`config.mk`:
```
export PLATFORM = sky130hd
export DESIGN_NAME = svt_cell
export DESIGN_NICKNAME = d
export VERILOG_FILES = /design/src/sv/svt_pkg.sv /design/src/sv/svt_cell.sv
export SDC_FILE = /design/constraint.sdc
export NUM_CORES = 1
export LEC_CHECK = 0
export ABC_AREA = 0
export BUFFER_PORTS_ARGS = -buffer_cell sky130_fd_sc_hd__buf_2
export CAP_MARGIN = 20
export CORE_MARGIN = 8
export CORE_UTILIZATION = 30
export DETAILED_ROUTE_END_ITERATION = 12
export PLACE_DENSITY = 0.67
export REMOVE_ABC_BUFFERS = 1
export SETUP_SLACK_MARGIN = 0.4
export SYNTH_ARGS = -nofsm -noshare
export SYNTH_HDL_FRONTEND = slang
export SYNTH_SLANG_ARGS = --single-unit
```
`constraint.sdc`:
```
create_clock -name clk -period 1.6 [get_ports clk]
set_clock_uncertainty 0.2 [all_clocks]
set_input_delay 0.24 -clock clk [delete_from_list [all_inputs] [get_ports clk]]
set_output_delay 0.24 -clock clk [all_outputs]
set_load 0.02 [all_outputs]
```
`src/sv/svt_pkg.sv`:
```
package svt_pkg;

    // Operation codes carried in the opcode field.
    localparam logic [1:0] OP_LOOKUP = 2'd0;
    localparam logic [1:0] OP_CREATE = 2'd1;
    localparam logic [1:0] OP_FREE   = 2'd2;

    // Error codes reported with a result.
    localparam logic [1:0] ERR_NONE     = 2'd0;
    localparam logic [1:0] ERR_OUT_MEM  = 2'd1;
    localparam logic [1:0] ERR_OVERFLOW = 2'd2;

    // Highest scope level that a create accepts.
    localparam int LEVEL_LIMIT = 127;

    // Level code that marks a global entry.
    localparam logic [7:0] LEVEL_GLOBAL = 8'hFF;

    // One stored variable entry.
    typedef struct packed {
        logic [11:0] symbol;
        logic [7:0]  level;
        logic        vtype;
        logic        is_ref;
        logic [15:0] ref_handle;
    } entry_t;

    // Lookup result token that travels toward the top of the stack.
    typedef struct packed {
        logic        valid;
        logic        vtype;
        logic        is_ref;
        logic [15:0] ref_handle;
    } token_t;

    // Commands broadcast from the controller to every cell.
    typedef struct packed {
        logic        load;
        logic        step;
        logic        push;
        logic        pop;
        logic [11:0] key_symbol;
        logic [8:0]  key_level;
        entry_t      new_entry;
    } cell_ctrl_t;

    // One result item, found in the lowest bit.
    typedef struct packed {
        logic [15:0] entry_ref_handle;
        logic        entry_is_ref;
        logic        entry_type;
        logic [8:0]  entry_count;
        logic [1:0]  error_code;
        logic [7:0]  slot;
        logic        found;
    } result_t;

endpackage

```
`src/sv/svt_cell.sv`:
```
module svt_cell #(
    parameter int INDEX_W = 8,
    parameter int INDEX   = 0
) (
    input  logic                      clk,
    input  logic                      rst_n,
    input  svt_pkg::cell_ctrl_t       ctrl,
    input  logic                      occupied,
    input  svt_pkg::entry_t           up_entry,
    input  svt_pkg::entry_t           down_entry,
    input  svt_pkg::token_t           down_token,
    input  logic [INDEX_W-1:0]        down_index,
    output svt_pkg::entry_t           entry,
    output svt_pkg::token_t           token,
    output logic [INDEX_W-1:0]        token_index
);
    import svt_pkg::*;

    entry_t             entry_reg;
    logic               valid_reg;
    logic               vtype_reg;
    logic               is_ref_reg;
    logic [15:0]        ref_reg;
    logic [INDEX_W-1:0] index_reg;
    logic               hit;

    // This cell holds the wanted symbol at the wanted or the global level.
    assign hit = occupied && (entry_reg.symbol == ctrl.key_symbol)
                 && (({entry_reg.level[7], entry_reg.level} == ctrl.key_level)
                     || (entry_reg.level == LEVEL_GLOBAL));

    // Stack storage: a push takes the entry above, a pop the entry below.
    always_ff @(posedge clk)
    begin
        if (ctrl.push)
        begin
            entry_reg <= up_entry;
        end
        else if (ctrl.pop)
        begin
            entry_reg <= down_entry;
        end
    end

    // Result token: loaded from the local compare, then a miss takes the
    // neighbor's token so that the newest hit reaches the top cell.
    always_ff @(posedge clk or negedge rst_n)
    begin
        if (!rst_n)
        begin
            valid_reg <= 1'b0;
        end
        else if (ctrl.load)
        begin
            valid_reg <= hit;
        end
        else if (ctrl.step && !valid_reg)
        begin
            valid_reg <= down_token.valid;
        end
    end

    always_ff @(posedge clk)
    begin
        if (ctrl.load)
        begin
            vtype_reg  <= entry_reg.vtype;
            is_ref_reg <= entry_reg.is_ref;
            ref_reg    <= entry_reg.ref_handle;
            index_reg  <= INDEX_W'(INDEX);
        end
        else if (ctrl.step && !valid_reg)
        begin
            vtype_reg  <= down_token.vtype;
            is_ref_reg <= down_token.is_ref;
            ref_reg    <= down_token.ref_handle;
            index_reg  <= down_index;
        end
    end

    assign entry       = entry_reg;
    assign token       = {valid_reg, vtype_reg, is_ref_reg, ref_reg};
    assign token_index = index_reg;

endmodule

```
==> flow_metrics.tcl <==
set metrics [dict create \
    ys.flop_type "edfxtp_1" \
    grt.overflow.total 0 \
    synthTopCellsByArea "edfxtp_1, mux2_2, dfxtp_1" \
    final_area_mm2 0.00517 \
    rr_worst_depth 4 \
    grt_use_total_pct 14.1 \
    fmax_mhz 622 \
    numCtsBuffers 9 \
    startpoint "entry[26]" \
    cts_buffer_depth 2 \
    grt_pass1_wl_um 14200 \
    via_count 2488 \
    crit_path_top_delay_cell "edfxtp_1" \
    area_growth_pct 75.8 \
    synth_fa_ha_area_share_pct 0 \
    dpl-instance-area_mm2 0.00419 \
    reg2reg_from "entry[26]" \
    synth_compound_area_share_pct 2.04 \
    place_congestion 0.790 \
    cp_cell_sequence "xor2_1 > nor4_1 > nand4_1 > o32ai_2" \
    start_util_pct 30.5 \
    synth_seq_area_share_pct 63.5 \
    num-nets-final 594 \
    yosys.area_share.simple_pct 5.19 \
    clk_latency_ps 340 \
    leakage_nw 2.29 \
    r2r_end "valid_reg" \
    fin_cells 563 \
    ys_warn_count 0 \
    hold_viol 3 \
    total_power_mw 4.86 \
    fillerInstances 862 \
    antenna_found_initial 0 \
    fin_crit_sh_pct 100 \
    required_ps 1640 \
    place_inst 527 \
    die_h_um 115 \
    die-area_mm2 0.0132 \
    detail_route.wirelength_um 9730 \
    first_global_vias 2914 \
    diodes 0 \
    yosysTopAreaCellShare_pct 57.2 \
    synth_top_cells_by_count "edfxtp_1, mux2_2, nand2_1" \
    path_clk_slew_ps 70 \
    timing.final.crit_period_ps 1610 \
    cts_root_buf "clkbuf_8" \
    coreArea_mm2 0.00964 \
    holdWs_ps -1.34 \
    synth_top_family_by_area "multiplexers" \
    synthXorXnorAreaFrac_pct 5.66 \
    holdBufCountCts 9 \
    layout_setup_ws_ps -6.54 \
    vias_per_cell 4.42 \
    grt_max_degree 39 \
    powerDensity_mw_per_mm2 940 \
    drive_above_1_share_pct 75.3 \
    rows 36 \
    cp-end-kind "flop" \
    yosysUniqueCellTypes 23 \
    cts.sinks 65 \
    drt_first_pass_iters 4 \
    cts_htree_levels 3 \
    violations "hold timing, setup timing" \
    ir_drop_mv 0.363 \
    reg2reg_slack_ps -7 \
    largest_reg_flops 38 \
    status "finished with violations" \
    arrival_ps 1640 \
    rsz0062_at_grt "true" \
    ys_seq_elements 65 \
    setup-violations-final 1 \
    critPathMaxFanout 2 \
    avgSynthCellArea_um2 15.1 \
    post_drt_wl_per_cell_um 17.3 \
    drtIter0Drc 71 \
    syn_area_mm2 0.00294 \
    io_buffers 195 \
    worst_slew_pin_slew_ps 261 \
    ant_nets 0 \
    worst_setup_path_start_kind "flop" \
    slew_violations 0 \
    cpPeakStageDelay_ps 410 \
    hp-class "primary input to flop" \
    synthArstFlopShare_pct 1.54 \
    die_w_um 115 \
    dp_hpwl_um 7090 \
    crit_type "flop to flop" \
    drc 0 \
    endpoint "valid_reg" \
    drv_cap 0 \
    syn-instance-count 195 \
    ios 234 \
    cts_tree "built" \
    synth-edff-count 56 \
    relSlewSlack_pct 82.4 \
    synth_area_leader_cell "edfxtp_1" \
    synthMuxAreaShare_pct 21.4 \
]
[per-layer routing]
| metal | up-vias | wire (um) | GRT usage, % |
|---|---|---|---|
| met5 | - | 0 | 0 |
| met4 | 0 | 195 | 6.22 |
| met3 | 17 | 751 | 4.73 |
| met2 | 102 | 5450 | 27.3 |
| met1 | 1183 | 3330 | 13.0 |
| li1 | 1186 | - | - |
[critical path: cells and delay by family (launching register included)]
kind | cells | cell delay (ps)
DFF | 1 | 410
xor gates and xnor gates | 1 | 170
AOI/OAI and AO/OA | 1 | 240
and+or+nand+nor | 2 | 480
[kinds of logic (layout without fill, tap and decap cells)]
kind of cell | Yosys count | in the layout
DFF | 65 | 65
muxes | 56 | 56
and+or+nand+nor | 32 | 32
xor gates and xnor gates | 19 | 19
buffers and inverters | 12 | 247
AOI/OAI and AO/OA | 11 | 11
[cells in the final DEF, fill, tap and decap left out, drive strengths merged]
cell type | synthesis | layout
a21oi | 9 | 9
a31oi | 1 | 1
buf | 10 | 222
bufinv | 0 | 1
clkbuf | 2 | 11
clkinv | 0 | 2
clkinvlp | 0 | 2
dfrtp | 1 | 1
dfxtp | 8 | 8
dlygate4sd3 | 0 | 9
edfxtp | 56 | 56
mux2 | 56 | 56
nand2 | 17 | 17
nand2b | 2 | 2
nand3 | 1 | 1
nand4 | 4 | 4
nor2 | 1 | 1
nor2b | 1 | 1
nor3 | 1 | 1
nor4 | 3 | 3
o32ai | 1 | 1
or2 | 1 | 1
or3 | 1 | 1
xnor2 | 4 | 4
xor2 | 15 | 15
[final cells by class]
type | count | area (um^2) | area share, %
sequential | 65 | 1880 | 36.4
timing repair buffer | 231 | 1780 | 34.4
multi-input combinational | 118 | 1140 | 22.0
tap | 133 | 166 | 3.22
clock buffer | 11 | 151 | 2.93
clock inverter | 5 | 53.8 | 1.04
[what timing repair did]
action	in CTS	in global routing
resized for setup	147	33
pin swaps	3	8
hold endpoints to repair	61	37
endpoints found under the setup margin	84	93
cloned	1	0
buffers inserted	5	5
[where the power goes]
group / total [mW] / switching [mW] / internal [mW]
combinational: 1.24 / 0.549 / 0.696
clock: 1.44 / 0.641 / 0.797
sequential: 2.18 / 0.122 / 2.05
[worst min-delay path by stage]
stage / slack [ps] / depth (start not counted) / end / from
floorplan: -260 / 0 / valid_reg / rst_n
global placement: -180 / 1 / valid_reg / rst_n
detailed placement: -180 / 1 / valid_reg / rst_n
CTS: -30 / 2 / ref_reg[9] / down_token[9]
global route: -20 / 2 / entry[15] / down_entry[15]
finish: -1 / 2 / entry[23] / down_entry[23]
[per-stage QoR]
stage               TNS, ps  utilization (%)  setup slack [ps]
detailed placement     -112             43.5              -112
global route           -124             53.6              -124
global placement      -53.1             43.5             -53.1
CTS                   -47.6             52.0             -47.6
finish                -6.54             53.6             -6.54
floorplan             -3440                -              -191
Note: power is estimated with default switching activity, not from simulation.
